===== src/rtl/udpdt_pkg.sv =====
`timescale 1ns / 1ps
package udpdt_pkg;

	localparam logic [2:0] OP_BIND    = 3'd0;
	localparam logic [2:0] OP_CONNECT = 3'd1;
	localparam logic [2:0] OP_UNBIND  = 3'd2;
	localparam logic [2:0] OP_PACKET  = 3'd3;
	localparam logic [2:0] OP_ICMP    = 3'd4;

	localparam logic [3:0] K_DELIVER    = 4'd0;
	localparam logic [3:0] K_UNREACH    = 4'd1;
	localparam logic [3:0] K_UNREACH_MC = 4'd2;
	localparam logic [3:0] K_BAD_CSUM   = 4'd3;
	localparam logic [3:0] K_NOTIFY     = 4'd4;
	localparam logic [3:0] K_IGNORED    = 4'd5;
	localparam logic [3:0] K_BOUND      = 4'd6;
	localparam logic [3:0] K_CONNECTED  = 4'd7;
	localparam logic [3:0] K_UNBOUND    = 4'd8;
	localparam logic [3:0] K_FAULT      = 4'd9;

	localparam logic       REG_EPH_FIRST = 1'b0;
	localparam logic       REG_EPH_END   = 1'b1;

	localparam logic [15:0] EPH_FIRST_RST = 16'd1024;
	localparam logic [15:0] EPH_END_RST   = 16'd5000;
	localparam logic [8:0]  IFACE_ANY     = 9'h1FF;
	localparam logic [4:0]  RESULT_LIMIT  = 5'd16;

	typedef struct packed {
		logic [2:0]  op;
		logic [15:0] sock_id;
		logic [15:0] user_id;
		logic [5:0]  app_gate;
		logic [31:0] local_addr;
		logic [31:0] remote_addr;
		logic [15:0] local_port;
		logic [15:0] remote_port;
		logic [8:0]  interface_id;
		logic        bit_error;
	} req_t;

	typedef struct packed {
		logic [15:0] sock_id;
		logic [15:0] user_id;
		logic [5:0]  gate;
		logic [31:0] local_addr;
		logic [31:0] remote_addr;
		logic [15:0] local_port;
		logic [15:0] remote_port;
		logic [8:0]  iface;
		logic        wild;
	} entry_t;

	typedef struct packed {
		logic [3:0]  kind;
		logic [15:0] sock_id;
		logic [15:0] user_id;
		logic [5:0]  gate;
		logic [15:0] local_port;
		logic        last;
	} res_t;

	function automatic logic [15:0] next_cand(logic [15:0] c, logic [15:0] first,
		logic [15:0] stop);
		logic [15:0] n;
		n = c + 16'd1;
		return (n == stop) ? first : n;
	endfunction

endpackage


===== src/rtl/udpdt_req_if.sv =====
`timescale 1ns / 1ps
interface udpdt_req_if;
	logic              valid;
	logic              ready;
	logic [2:0]        op;
	logic [15:0]       sock_id;
	logic [15:0]       user_id;
	logic [5:0]        app_gate;
	logic [31:0]       local_addr;
	logic [31:0]       remote_addr;
	logic [15:0]       local_port;
	logic [15:0]       remote_port;
	logic signed [8:0] interface_id;
	logic              bit_error;

	modport source (output valid, op, sock_id, user_id, app_gate, local_addr, remote_addr,
		local_port, remote_port, interface_id, bit_error, input ready);
	modport sink (input valid, op, sock_id, user_id, app_gate, local_addr, remote_addr,
		local_port, remote_port, interface_id, bit_error, output ready);
endinterface


===== src/rtl/udpdt_res_if.sv =====
`timescale 1ns / 1ps
interface udpdt_res_if;
	logic        valid;
	logic        ready;
	logic [3:0]  kind;
	logic [15:0] out_sock_id;
	logic [15:0] out_user_id;
	logic [5:0]  out_gate;
	logic [15:0] out_local_port;
	logic        last;

	modport source (output valid, kind, out_sock_id, out_user_id, out_gate, out_local_port,
		last, input ready);
	modport sink (input valid, kind, out_sock_id, out_user_id, out_gate, out_local_port,
		last, output ready);
endinterface


===== src/rtl/udpdt_ram.sv =====
`timescale 1ns / 1ps
module udpdt_ram #(
	parameter int WIDTH = 8,
	parameter int DEPTH = 16
) (
	input  logic                                    clk,
	input  logic                                    we,
	input  logic [(DEPTH > 1 ? $clog2(DEPTH) : 1)-1:0] waddr,
	input  logic [WIDTH-1:0]                        wdata,
	input  logic [(DEPTH > 1 ? $clog2(DEPTH) : 1)-1:0] raddr,
	output logic [WIDTH-1:0]                        rdata
);
	logic [WIDTH-1:0] mem_q [DEPTH];
	logic [WIDTH-1:0] rdata_q;

	always_ff @(posedge clk) begin
		if (we) begin
			mem_q[waddr] <= wdata;
		end
		rdata_q <= mem_q[raddr];
	end

	assign rdata = rdata_q;
endmodule


===== src/rtl/udp_socket_demux_table.sv =====
`timescale 1ns / 1ps
// udp socket demultiplexer table
// req channel: one request per command (bind, connect, unbind) or per received
// packet or icmp error report; res channel: one or more results, last marks the
// final one of a request. cfg_we/cfg_idx/cfg_data set the ephemeral port range.
// the table sits in one ram with a registered read; every request but a
// bad-checksum packet or an unknown op scans the bound entries, each one read
// and then evaluated. a bind with local port 0 rescans once per ephemeral
// candidate tried, up to SOCKETS+2 rescans; an unbind shifts each entry behind
// the removed one down by a read and a write.
// one request is worked on at a time; req.ready is high only while idle.
// a finished result waits in an output register, so the next request is taken
// while that result is still unread. when the receiver stalls, the scan halts
// at the next delivery until the output register frees.
// reset empties the table, restores the range to 1024..4999 (end 5000 is
// exclusive) and the last ephemeral port to 1024; ram contents are left as they are.
module udp_socket_demux_table #(
	parameter int SOCKETS = 16
) (
	input  logic         clk,
	input  logic         arst_n,
	udpdt_req_if.sink    req,
	udpdt_res_if.source  res,
	input  logic         cfg_we,
	input  logic         cfg_idx,
	input  logic [15:0]  cfg_data
);
	localparam int IW = SOCKETS > 1 ? $clog2(SOCKETS) : 1;
	localparam int CW = $clog2(SOCKETS + 1);
	localparam int TW = $clog2(SOCKETS + 2);
	localparam int EW = $bits(udpdt_pkg::entry_t);

	localparam logic [2:0] S_IDLE = 3'd0;
	localparam logic [2:0] S_RD   = 3'd1;
	localparam logic [2:0] S_EV   = 3'd2;
	localparam logic [2:0] S_DONE = 3'd3;
	localparam logic [2:0] S_SHR  = 3'd4;
	localparam logic [2:0] S_SHW  = 3'd5;
	localparam logic [2:0] S_OUT  = 3'd6;

	logic [2:0]          state_q;
	udpdt_pkg::req_t     req_q;
	logic [CW-1:0]       count_q, idx_q;
	logic                hit_q, phase_q, used_q, pend_v_q, out_v_q;
	logic [IW-1:0]       hidx_q;
	udpdt_pkg::entry_t   hdat_q;
	logic [15:0]         cand_q, last_eph_q, first_q, end_q;
	logic [TW-1:0]       tries_q;
	logic [4:0]          cnt_q;
	udpdt_pkg::res_t     pend_q, fin_q, out_q;

	logic                we;
	logic [IW-1:0]       waddr, raddr;
	udpdt_pkg::entry_t   wdata, cur;
	logic [EW-1:0]       rdata;
	logic                can_push, lp_eq, addr_ok, pkt_m, icmp_m, pkt_take, push_pend, push_fin;
	logic                bind_fault0, bind_commit;
	logic [15:0]         bind_port;
	udpdt_pkg::req_t     req_in;
	udpdt_pkg::res_t     fault_res;

	udpdt_ram #(.WIDTH(EW), .DEPTH(SOCKETS)) u_ram (
		.clk(clk), .we(we), .waddr(waddr), .wdata(wdata), .raddr(raddr), .rdata(rdata)
	);

	assign req_in = '{op: req.op, sock_id: req.sock_id, user_id: req.user_id,
		app_gate: req.app_gate, local_addr: req.local_addr, remote_addr: req.remote_addr,
		local_port: req.local_port, remote_port: req.remote_port,
		interface_id: req.interface_id, bit_error: req.bit_error};

	assign cur = udpdt_pkg::entry_t'(rdata);
	assign can_push = !out_v_q || res.ready;
	assign req.ready = (state_q == S_IDLE);

	assign lp_eq = (cur.local_port == req_q.local_port);
	assign addr_ok = (cur.remote_port == 16'd0 || cur.remote_port == req_q.remote_port)
		&& (cur.local_addr == 32'd0 || cur.local_addr == req_q.local_addr)
		&& (cur.remote_addr == 32'd0 || cur.remote_addr == req_q.remote_addr);
	assign icmp_m = lp_eq && (cur.wild || addr_ok);
	assign pkt_m = lp_eq && (cur.wild || (addr_ok
		&& (cur.iface == udpdt_pkg::IFACE_ANY || cur.iface == req_q.interface_id)));
	assign pkt_take = (state_q == S_EV) && (req_q.op == udpdt_pkg::OP_PACKET) && pkt_m
		&& (cnt_q < udpdt_pkg::RESULT_LIMIT);
	assign push_pend = pkt_take && pend_v_q && can_push;
	assign push_fin = (state_q == S_OUT) && can_push;

	assign bind_fault0 = hit_q || (count_q == CW'(SOCKETS));
	assign bind_port = phase_q ? cand_q : req_q.local_port;
	assign bind_commit = (state_q == S_DONE) && (req_q.op == udpdt_pkg::OP_BIND)
		&& (phase_q ? !used_q : (!bind_fault0 && req_q.local_port != 16'd0));
	assign fault_res = '{kind: udpdt_pkg::K_FAULT, sock_id: req_q.sock_id,
		user_id: 16'd0, gate: 6'd0, local_port: 16'd0, last: 1'b1};

	always_comb begin
		raddr = (state_q == S_SHR) ? IW'(idx_q + 1'b1) : idx_q[IW-1:0];
		we = 1'b0;
		waddr = idx_q[IW-1:0];
		wdata = cur;
		if (state_q == S_SHW) begin
			we = 1'b1;
		end else if (bind_commit) begin
			we = 1'b1;
			waddr = count_q[IW-1:0];
			wdata = '{sock_id: req_q.sock_id, user_id: req_q.user_id, gate: req_q.app_gate,
				local_addr: req_q.local_addr, remote_addr: req_q.remote_addr,
				local_port: bind_port, remote_port: req_q.remote_port,
				iface: req_q.interface_id,
				wild: req_q.local_addr == 32'd0 && req_q.remote_addr == 32'd0
					&& req_q.remote_port == 16'd0 && req_q.interface_id == udpdt_pkg::IFACE_ANY};
		end else if (state_q == S_DONE && req_q.op == udpdt_pkg::OP_CONNECT && hit_q
			&& req_q.remote_addr != 32'd0 && req_q.remote_port != 16'd0) begin
			we = 1'b1;
			waddr = hidx_q;
			wdata = hdat_q;
			wdata.remote_addr = req_q.remote_addr;
			wdata.remote_port = req_q.remote_port;
			wdata.wild = 1'b0;
		end
	end

	always_ff @(posedge clk or negedge arst_n) begin
		if (!arst_n) begin
			first_q <= udpdt_pkg::EPH_FIRST_RST;
			end_q <= udpdt_pkg::EPH_END_RST;
		end else if (cfg_we) begin
			case (cfg_idx)
				udpdt_pkg::REG_EPH_FIRST: first_q <= cfg_data;
				udpdt_pkg::REG_EPH_END:   end_q <= cfg_data;
				default: ;
			endcase
		end
	end

	always_ff @(posedge clk or negedge arst_n) begin
		if (!arst_n) begin
			out_v_q <= 1'b0;
		end else if (push_fin || push_pend) begin
			out_v_q <= 1'b1;
		end else if (res.ready) begin
			out_v_q <= 1'b0;
		end
	end

	always_ff @(posedge clk) begin
		if (push_fin) begin
			out_q <= fin_q;
		end else if (push_pend) begin
			out_q <= pend_q;
		end
	end

	assign res.valid = out_v_q;
	assign res.kind = out_q.kind;
	assign res.out_sock_id = out_q.sock_id;
	assign res.out_user_id = out_q.user_id;
	assign res.out_gate = out_q.gate;
	assign res.out_local_port = out_q.local_port;
	assign res.last = out_q.last;

	always_ff @(posedge clk or negedge arst_n) begin
		if (!arst_n) begin
			state_q <= S_IDLE;
			count_q <= '0;
			last_eph_q <= udpdt_pkg::EPH_FIRST_RST;
			idx_q <= '0;
			hit_q <= 1'b0;
			phase_q <= 1'b0;
			used_q <= 1'b0;
			pend_v_q <= 1'b0;
			cnt_q <= '0;
			tries_q <= '0;
		end else begin
			case (state_q)
				S_IDLE: begin
					if (req.valid) begin
						req_q <= req_in;
						idx_q <= '0;
						hit_q <= 1'b0;
						phase_q <= 1'b0;
						used_q <= 1'b0;
						pend_v_q <= 1'b0;
						cnt_q <= '0;
						if (req.op == udpdt_pkg::OP_PACKET && req.bit_error) begin
							fin_q <= '{kind: udpdt_pkg::K_BAD_CSUM, sock_id: 16'd0,
								user_id: 16'd0, gate: 6'd0, local_port: 16'd0, last: 1'b1};
							state_q <= S_OUT;
						end else if (req.op > udpdt_pkg::OP_ICMP) begin
							fin_q <= '{kind: udpdt_pkg::K_FAULT, sock_id: req.sock_id,
								user_id: 16'd0, gate: 6'd0, local_port: 16'd0, last: 1'b1};
							state_q <= S_OUT;
						end else begin
							state_q <= (count_q == '0) ? S_DONE : S_RD;
						end
					end
				end
				S_RD: state_q <= S_EV;
				S_EV: begin
					if (!(pkt_take && pend_v_q && !can_push)) begin
						case (req_q.op)
							udpdt_pkg::OP_BIND, udpdt_pkg::OP_CONNECT, udpdt_pkg::OP_UNBIND: begin
								if (phase_q) begin
									if (cur.local_port == cand_q) used_q <= 1'b1;
								end else if (cur.sock_id == req_q.sock_id && !hit_q) begin
									hit_q <= 1'b1;
									hidx_q <= idx_q[IW-1:0];
									hdat_q <= cur;
								end
							end
							udpdt_pkg::OP_PACKET: begin
								if (pkt_take) begin
									pend_v_q <= 1'b1;
									pend_q <= '{kind: udpdt_pkg::K_DELIVER, sock_id: cur.sock_id,
										user_id: cur.user_id, gate: cur.gate,
										local_port: cur.local_port, last: 1'b0};
									cnt_q <= cnt_q + 5'd1;
								end
							end
							udpdt_pkg::OP_ICMP: begin
								if (icmp_m) begin
									hit_q <= 1'b1;
									hdat_q <= cur;
								end
							end
							default: ;
						endcase
						idx_q <= idx_q + 1'b1;
						state_q <= (idx_q + 1'b1 == count_q) ? S_DONE : S_RD;
					end
				end
				S_DONE: begin
					case (req_q.op)
						udpdt_pkg::OP_BIND: begin
							if (bind_commit) begin
								count_q <= count_q + 1'b1;
								if (phase_q) last_eph_q <= cand_q;
								fin_q <= '{kind: udpdt_pkg::K_BOUND, sock_id: req_q.sock_id,
									user_id: req_q.user_id, gate: req_q.app_gate,
									local_port: bind_port, last: 1'b1};
								state_q <= S_OUT;
							end else if ((!phase_q && bind_fault0) || (phase_q
								&& (cand_q == last_eph_q || tries_q > TW'(SOCKETS)))) begin
								fin_q <= fault_res;
								state_q <= S_OUT;
							end else begin
								if (phase_q) begin
									tries_q <= tries_q + 1'b1;
									cand_q <= udpdt_pkg::next_cand(cand_q, first_q, end_q);
								end else begin
									tries_q <= '0;
									cand_q <= udpdt_pkg::next_cand(last_eph_q, first_q, end_q);
								end
								phase_q <= 1'b1;
								used_q <= 1'b0;
								idx_q <= '0;
								state_q <= (count_q == '0) ? S_DONE : S_RD;
							end
						end
						udpdt_pkg::OP_CONNECT: begin
							state_q <= S_OUT;
							if (we) begin
								fin_q <= '{kind: udpdt_pkg::K_CONNECTED, sock_id: hdat_q.sock_id,
									user_id: hdat_q.user_id, gate: hdat_q.gate,
									local_port: hdat_q.local_port, last: 1'b1};
							end else begin
								fin_q <= fault_res;
							end
						end
						udpdt_pkg::OP_UNBIND: begin
							if (hit_q) begin
								fin_q <= '{kind: udpdt_pkg::K_UNBOUND, sock_id: hdat_q.sock_id,
									user_id: hdat_q.user_id, gate: hdat_q.gate,
									local_port: hdat_q.local_port, last: 1'b1};
								idx_q <= CW'(hidx_q);
								if (CW'(hidx_q) + 1'b1 < count_q) begin
									state_q <= S_SHR;
								end else begin
									count_q <= count_q - 1'b1;
									state_q <= S_OUT;
								end
							end else begin
								fin_q <= fault_res;
								state_q <= S_OUT;
							end
						end
						udpdt_pkg::OP_PACKET: begin
							state_q <= S_OUT;
							if (pend_v_q) begin
								fin_q <= '{kind: pend_q.kind, sock_id: pend_q.sock_id,
									user_id: pend_q.user_id, gate: pend_q.gate,
									local_port: pend_q.local_port, last: 1'b1};
							end else begin
								fin_q <= '{kind: (req_q.local_addr[31:28] == 4'hE) ?
									udpdt_pkg::K_UNREACH_MC : udpdt_pkg::K_UNREACH,
									sock_id: 16'd0, user_id: 16'd0, gate: 6'd0,
									local_port: req_q.local_port, last: 1'b1};
							end
						end
						default: begin
							state_q <= S_OUT;
							if (hit_q) begin
								fin_q <= '{kind: udpdt_pkg::K_NOTIFY, sock_id: hdat_q.sock_id,
									user_id: hdat_q.user_id, gate: hdat_q.gate,
									local_port: hdat_q.local_port, last: 1'b1};
							end else begin
								fin_q <= '{kind: udpdt_pkg::K_IGNORED, sock_id: 16'd0,
									user_id: 16'd0, gate: 6'd0, local_port: 16'd0, last: 1'b1};
							end
						end
					endcase
				end
				S_SHR: state_q <= S_SHW;
				S_SHW: begin
					idx_q <= idx_q + 1'b1;
					if (idx_q + 2'd2 < count_q) begin
						state_q <= S_SHR;
					end else begin
						count_q <= count_q - 1'b1;
						state_q <= S_OUT;
					end
				end
				S_OUT: begin
					if (can_push) state_q <= S_IDLE;
				end
				default: state_q <= S_IDLE;
			endcase
		end
	end
endmodule


===== src/flat_wrapper.sv =====
// flat-port wrapper written by rule: the top's interface ports become plain ports
module udp_socket_demux_table_flat 
#(
	parameter int SOCKETS = 16
)
  (clk, arst_n, cfg_we, cfg_idx, cfg_data, req_valid, req_op, req_sock_id, req_user_id, req_app_gate, req_local_addr, req_remote_addr, req_local_port, req_remote_port, req_interface_id, req_bit_error, req_ready, res_valid, res_kind, res_out_sock_id, res_out_user_id, res_out_gate, res_out_local_port, res_last, res_ready);
  udpdt_req_if req_i ();
  udpdt_res_if res_i ();
  input  logic clk;
  input  logic arst_n;
  input  logic cfg_we;
  input  logic cfg_idx;
  input  logic [15:0] cfg_data;
  input wire logic [$bits(req_i.valid)-1:0] req_valid;
  input wire logic [$bits(req_i.op)-1:0] req_op;
  input wire logic [$bits(req_i.sock_id)-1:0] req_sock_id;
  input wire logic [$bits(req_i.user_id)-1:0] req_user_id;
  input wire logic [$bits(req_i.app_gate)-1:0] req_app_gate;
  input wire logic [$bits(req_i.local_addr)-1:0] req_local_addr;
  input wire logic [$bits(req_i.remote_addr)-1:0] req_remote_addr;
  input wire logic [$bits(req_i.local_port)-1:0] req_local_port;
  input wire logic [$bits(req_i.remote_port)-1:0] req_remote_port;
  input wire logic [$bits(req_i.interface_id)-1:0] req_interface_id;
  input wire logic [$bits(req_i.bit_error)-1:0] req_bit_error;
  output wire logic [$bits(req_i.ready)-1:0] req_ready;
  output wire logic [$bits(res_i.valid)-1:0] res_valid;
  output wire logic [$bits(res_i.kind)-1:0] res_kind;
  output wire logic [$bits(res_i.out_sock_id)-1:0] res_out_sock_id;
  output wire logic [$bits(res_i.out_user_id)-1:0] res_out_user_id;
  output wire logic [$bits(res_i.out_gate)-1:0] res_out_gate;
  output wire logic [$bits(res_i.out_local_port)-1:0] res_out_local_port;
  output wire logic [$bits(res_i.last)-1:0] res_last;
  input wire logic [$bits(res_i.ready)-1:0] res_ready;
  assign req_i.valid = req_valid;
  assign req_i.op = req_op;
  assign req_i.sock_id = req_sock_id;
  assign req_i.user_id = req_user_id;
  assign req_i.app_gate = req_app_gate;
  assign req_i.local_addr = req_local_addr;
  assign req_i.remote_addr = req_remote_addr;
  assign req_i.local_port = req_local_port;
  assign req_i.remote_port = req_remote_port;
  assign req_i.interface_id = req_interface_id;
  assign req_i.bit_error = req_bit_error;
  assign req_ready = req_i.ready;
  assign res_valid = res_i.valid;
  assign res_kind = res_i.kind;
  assign res_out_sock_id = res_i.out_sock_id;
  assign res_out_user_id = res_i.out_user_id;
  assign res_out_gate = res_i.out_gate;
  assign res_out_local_port = res_i.out_local_port;
  assign res_last = res_i.last;
  assign res_i.ready = res_ready;
  udp_socket_demux_table #(.SOCKETS(SOCKETS)) u_core (.clk(clk), .arst_n(arst_n), .req(req_i), .res(res_i), .cfg_we(cfg_we), .cfg_idx(cfg_idx), .cfg_data(cfg_data));
endmodule

===== config.mk =====
export PLATFORM = sky130hd
export DESIGN_NAME = udp_socket_demux_table_flat
export DESIGN_NICKNAME = d
export VERILOG_FILES = /design/src/rtl/udpdt_pkg.sv /design/src/rtl/udpdt_req_if.sv /design/src/rtl/udpdt_res_if.sv /design/src/rtl/udpdt_ram.sv /design/src/rtl/udp_socket_demux_table.sv /design/src/flat_wrapper.sv
export SDC_FILE = /design/constraint.sdc
export NUM_CORES = 2
export LEC_CHECK = 0
export ABC_CLOCK_PERIOD_IN_PS = 9720
export BUFFER_PORTS_ARGS = -buffer_cell sky130_fd_sc_hd__buf_2
export CORE_ASPECT_RATIO = 0.6
export CORE_MARGIN = 1
export CORE_UTILIZATION = 35
export DETAILED_ROUTE_END_ITERATION = 10
export GPL_ROUTABILITY_DRIVEN = 0
export PLACE_DENSITY = 0.59
export SYNTH_ARGS = -nofsm -noshare
export SYNTH_HDL_FRONTEND = slang
export SYNTH_SLANG_ARGS = --single-unit

===== constraint.sdc =====
create_clock -name clk -period 9.72 [get_ports clk]
set_clock_uncertainty 0.1 [all_clocks]
set_input_delay 0.972 -clock clk [delete_from_list [all_inputs] [get_ports clk]]
set_output_delay 0.972 -clock clk [all_outputs]
set_load 0.005 [all_outputs]

Yosys cells after proc, flatten, opt, wreduce, memory -nomap -nowiden --
Memory sizes are Yosys's and may differ from the RTL's. A register that Yosys moved wholly into a read port is not among the register bits. Cells that the tools add are included.
Storage, ports and cells: memories kept 1, flip-flop bits (word level) 509, memory bits (writable) 2304, word-level logic and storage cells 292
Cells by class: multiplexer cells 92, equality and inequality tests 53, reduce and logical (&&, ||, !) cells 81, $lt $le $gt $ge 5, $add $sub $neg 9, bitwise logic cells 5
Memories:
- u_core.u_ram.mem_q | words 16, bits a word 144, read ports 1, clocked after memory_dff 1, wr ports 1, RTL line udpdt_ram.sv:13 | logic [WIDTH-1:0] mem_q [DEPTH];
Operators with widths (number):
- $mux W144 | 6
- $mux W59 | 9
- $pmux W144 S2 | 1
- $pmux W59 S4 | 1
- $logic_not A32 Y1 | 4
- $pmux W59 S2 | 1
- $eq A16 B16 Y1 | 7
- $mux W56 | 2
- $mux W5 | 13
- $eq A32 B32 Y1 | 2
- $mux W16 | 4
- $pmux W5 S2 | 4
- $add A16 B1 Y16 const B | 2
- $logic_not A16 Y1 | 2
- $reduce_bool A16 Y1 | 2
- $reduce_bool A32 Y1 | 1
- $logic_and A1 B1 Y1 | 26
- $mux W1 | 26
- $reduce_and A5 Y1 | 5
- $mux W3 | 7
- $ne A3 B3 Y1 const B | 7
- $pmux W3 S7 | 1
- $reduce_and A7 Y1 | 3
- $add A5 B1 Y5 const B | 4
- other kinds (40) | 105

Depth between registers and ports, before layout --
depth in word-level cells 13, mapped depth 12, mapped depth without buffers 10

Modules after synthesis --
Synthesis repeated with hierarchy kept, for this count alone.
Second synthesis, totals: cell total of the unflattened synthesis 5975, area total of the unflattened synthesis 115134.2 um^2
By module, submodules not included:
- udpdt_ram | cells each 3773, area an instance 89444.5 um^2, times used 1
- udp_socket_demux_table | cells each 2202, area an instance 25689.6 um^2, times used 1

Worst setup path before layout --
No wires, ideal clock.
kind reg2reg, start register u_core.count_q[1], end memory u_core.u_ram.mem_q[1][0] (netlist bit), enable pin, clock period less this slack 8.932 ns, path buffers 1, stages on the path, launching flop included 12, arrival time 8.182 ns, slack 0.788 ns, setup time 0.650 ns, cells stage by stage dfrtp_1 inv_1 ha_1 nor4bb_1 o22ai_1 o21ai_0 nor2_1 nor2_1 clkbuf_1 a21oi_1 nand2_1 nor2_1
Between the ends: cells in the longest elaborated chain, start to end 10
Ends and longest elaborated chain:
- start: declaration | RTL line udp_socket_demux_table.sv:43 | logic [CW-1:0] count_q, idx_q;
- start signal: assignment | RTL line udp_socket_demux_table.sv:234 | count_q <= count_q + 1'b1;
- start signal: assignment | RTL line udp_socket_demux_table.sv:277 | count_q <= count_q - 1'b1;
- start signal: assignment | RTL line udp_socket_demux_table.sv:317 | count_q <= count_q - 1'b1;
- $eq A5 B5 Y1 | RTL line udp_socket_demux_table.sv:87 | assign bind_fault0 = hit_q || (count_q == CW'(SOCKETS));
- $logic_or A1 B1 Y1 | RTL line udp_socket_demux_table.sv:87
- $logic_not A1 Y1 | RTL line udp_socket_demux_table.sv:90 | && (phase_q ? !used_q : (!bind_fault0 && req_q.local_port != 16'd0));
- $logic_and A1 B1 Y1 | RTL line udp_socket_demux_table.sv:90
- $mux W1 | RTL line udp_socket_demux_table.sv:90
- $logic_and A1 B1 Y1 | RTL line udp_socket_demux_table.sv:90
- $mux W1 | RTL line udp_socket_demux_table.sv:101 | end else if (bind_commit) begin
- $mux W1 | RTL line udp_socket_demux_table.sv:99 | if (state_q == S_SHW) begin
- $mux W1 | RTL line udpdt_ram.sv:17 | if (we) begin
- $mux W1 (not written as such) | RTL line udpdt_ram.sv:18 | mem_q[waddr] <= wdata;
- end: declaration | RTL line udpdt_ram.sv:13
Several ways; a longest one is shown, not always the timed one.

Worst setup path in the final report --
start register u_core.req_q[49] (netlist bit), end memory u_core.u_ram.mem_q[7][36] (netlist bit), enable pin
Between the ends: cells in the longest elaborated chain, start to end 8
Ends and longest elaborated chain:
- start: declaration | RTL line udp_socket_demux_table.sv:42 | udpdt_pkg::req_t req_q;
- start signal: assignment | RTL line udp_socket_demux_table.sv:176 | req_q <= req_in;
- $reduce_bool A32 Y1 (*) | RTL line udp_socket_demux_table.sv:111 | && req_q.remote_addr != 32'd0 && req_q.remote_port != 16'd0) begin
- $logic_and A1 B1 Y1 (*) (2 in a row) | RTL line udp_socket_demux_table.sv:111
- $mux W1 | RTL line udp_socket_demux_table.sv:110 | end else if (state_q == S_DONE && req_q.op == udpdt_pkg::OP_CONNECT && hit_q
- $mux W1 | RTL line udp_socket_demux_table.sv:101
- $mux W1 | RTL line udp_socket_demux_table.sv:99
- $mux W1 | RTL line udpdt_ram.sv:17
- $mux W1 (not written as such) | RTL line udpdt_ram.sv:18
Mark *: on every way between the ends. The rest lies on a longest branch, timed or not.

==> impl_metrics.toml <==
[timing]
worst_pin_slew_ns = 1.350
max_freq_mhz = 170.2
final-max-slew-violation-count = 0
final_hold_viol_count = 0
worst_hold_slack_ns = 0.1777
relSlewSlack = 0.1002
setup_viol = 0
fin_tns_setup_ns = 0
post-route-period-util = 0.6045
period_needed_ns = 5.876
rsz0062_at_grt = "false"

[synthesis]
synth-edff-count = 2736
yosys.area_share.simple = 0.05010
synth_mux_area_frac = 0.1251
avgSynthCellArea_um2 = 18.64
synthesis.area_um2 = 116000
ys_ff_latch = 2956
syn-num-nets = 6409
syn-instance-count = 6221
synth-xor-area-share = 0.01873
ys_warn_count = 0
ys_top_cells_by_area = "edfxtp_1 71%, mux4_2 11%, dfxtp_1 2.5%, nand2_1 1.8%, dfrtp_1 1.5%"
synth.distinct_cells = 86
synth_ff_type = "edfxtp_1"
synth-compound-area-share = 0.04017
synth-adder-area-share = 0.002050
synth_top_family_by_area = "multiplexers"
yosysTopAreaCell = "edfxtp_1"
asyncSetResetFlopFracSynth = 0.02571
yosysSeqAreaShare = 0.7498
synth_top_area_share = 0.7084

[placed_design]
port_buffers = 229
dp_hpwl_mm = 170.8
dpl_cell_area_um2 = 122500
dp_cells = 10580

[setup_path]
r2r_end = "u_core.u_ram.mem_q[7][36]"
critPathRequiredTime_ns = 10.07
crit_chain = "nor4_1 > nand4_1 > o211ai_4 > buf_4 > nand2_4 > o21ai_0 > nand2b_1 > nor2_4 > buf_4"
r2r_slack_ns = 3.84
cp.arrival_ns = 6.23
slowest_stage = "nor2_4"
start_kind = "flop"
critPathTopFamily = "simple AND/OR/NAND/NOR gates"
cp_common_cell = "buf_4"
r2r_cells = 9
worst-path-max-fanout = 52
path_class = "reg2reg"
worstSetupEndpointType = "flop"
cp_num_buf_inv = 2
cpPeakStageDelay_ns = 0.90
rr_startpoint = "u_core.req_q[49]"

[power]
fin_total_pwr_w = 0.03774
power_density_nw_per_um2 = 287.8
peakVddDrop_mv = 0.3134
p_leak_nw = 41.46

[detailed_routing]
routed_wl_mm = 305.4
drt-wirelength-per-cell_um = 27.62
first_iter_violations = 7054
drtPass1Iterations = 6
viasPerCell = 5.505
drcViolationCount = 0
ant_nets = 0
vias = 60880

[final_layout]
nets = 6666
drive_gt1_frac = 0.2231
syn_to_final_growth_pct = 13.08
final_cell_mix = "2736 x edfxtp_1, 576 x mux4_2, 558 x nand2_1"
stdcell_area_um2 = 131100
layout_commonest_cell = "edfxtp_1"
instances_no_fill = 11060

[run]
maxCapViolCount = 0

[grt]
grtUsageTotal = 0.1794
grt_max_degree = 146
antenna_found_initial = 22
grt-ovfl-total = 0
grt_pass1_vias = 60610
grt_pass1_wl_mm = 439.5

[outcome]
run_status = "complete, no violations"

[clocking]
clock_sinks = 2956
cts_buffers = 270
cts_tree = "done"
clkTransAtPathRegs_ns = 0.07
ctsHtreeMaxLevel = 5
clk-insertion-delay-late_ns = 0.87
cts_resized = 0
ctsHoldBuffers = 1
postCtsSetupBuffers = 0
cts_root_buf = "clkbuf_16"
cts_buffer_depth = 4

[die]
start_util = 0.3523
die_y_um = 447.9
core_area_um2 = 329200
num_io_pins = 230
dieArea_um2 = 333700
die_x_um = 745.1
row_count = 163

[hold_path]
hp-start = "req_user_id[8]"
whs_path_depth = 1
hold_path_end = "u_core.req_q[120]"
min_path_type = "in2reg"
[routing by layer]
metal,wire [um],GRT usage,part of all wire
met2,137400,0.2709,0.45
met4,5318,0.03408,0.017
met5,23,0,0.000075
met3,22600,0.03196,0.074
met1,140100,0.2733,0.46
[cell type report]
type / instances / area (um2)
Antenna cell: 3 / 7.507
Multi-Input combinational cell: 2883 / 27700
Inverter: 24 / 90.09
Fill cell: 29440 / 198000
Timing Repair Buffer: 343 / 2345
Clock inverter: 129 / 1094
Tap cell: 4372 / 5470
Clock buffer: 349 / 7485
Sequential cell: 2956 / 86950
[logic make-up (layout without fill, tap and decap cells)]
group | after synthesis | after routing
AOI/OAI and AO/OA | 673 | 673
xor gates and xnor gates | 228 | 228
adders and majority gates | 19 | 19
buffers and inverters | 382 | 845
DFF | 2956 | 2956
muxes | 715 | 715
other | 0 | 3
and+or+nand+nor | 1248 | 1248
[flip-flops by register name (all words and copies together), names as in the netlist, 4 cells and up]
register,flops
u_core.hdat_q,95
u_core.hidx_q,4
u_core.tries_q,5
u_core.res.out_gate,6
u_core.res.out_local_port,16
u_core.res.out_user_id,16
u_core.idx_q,5
u_core.cnt_q,5
u_core.first_q,16
u_core.end_q,16
u_core.last_eph_q,16
u_core.count_q,5
u_core.u_ram.rdata,144
u_core.res.out_sock_id,16
u_core.pend_q,54
u_core.u_ram.mem_q,2304
u_core.req_q,130
u_core.cand_q,16
u_core.fin_q,58
u_core.fault_res,16
u_core.res.kind,4
[worst max path at each step]
stage               slack, ns  cells after the start                   endpoint         startpoint
floorplan                0.79                     11   u_core.u_ram.mem_q[1][0]  u_core.count_q[1]
global placement         3.83                      9  u_core.u_ram.mem_q[7][57]   u_core.req_q[42]
detailed placement       3.81                      9  u_core.u_ram.mem_q[7][55]   u_core.req_q[49]
CTS                      3.78                      9  u_core.u_ram.mem_q[7][36]   u_core.req_q[49]
global route             3.54                      9  u_core.u_ram.mem_q[7][36]   u_core.req_q[49]
finish                   3.84                      9  u_core.u_ram.mem_q[7][36]   u_core.req_q[49]
[worst register-to-register path, stage by stage, from the launching register on]
cell	delay, ns
edfxtp_1	0.43
nor4_1	0.41
nand4_1	0.51
o211ai_4	0.34
buf_4	0.54
nand2_4	0.57
o21ai_0	0.48
nand2b_1	0.33
nor2_4	0.90
buf_4	0.80
[synthesized netlist by cell type (all sizes together) (30+ instances only)]
library cell	count
nand3	30
mux2	114
o22ai	81
a211oi	154
edfxtp	2736
nand2	559
a21oi	47
xor2	54
nor2	263
mux4	576
xnor2	162
buf	150
dfrtp	69
nand4	55
and2	146
nor4	65
clkbuf	208
nor3	32
a31oi	154
dfxtp	144
o21ai	76
[stage by stage]
stage          setup slack (ns)    util
5_1_grt                   3.543  0.3984
4_1_cts                   3.785  0.3984
2_1_floorplan            0.7883       -
3_5_place_dp              3.813  0.3723
3_3_place_gp              3.829  0.3723
6_report                  3.844  0.3984
[power breakdown]
part,switching [W],internal [W]
combinational,0.00561,0.00412
clock,0.00473,0.00589
sequential,0.000855,0.0165
Note: power is estimated with default switching activity, not from simulation.
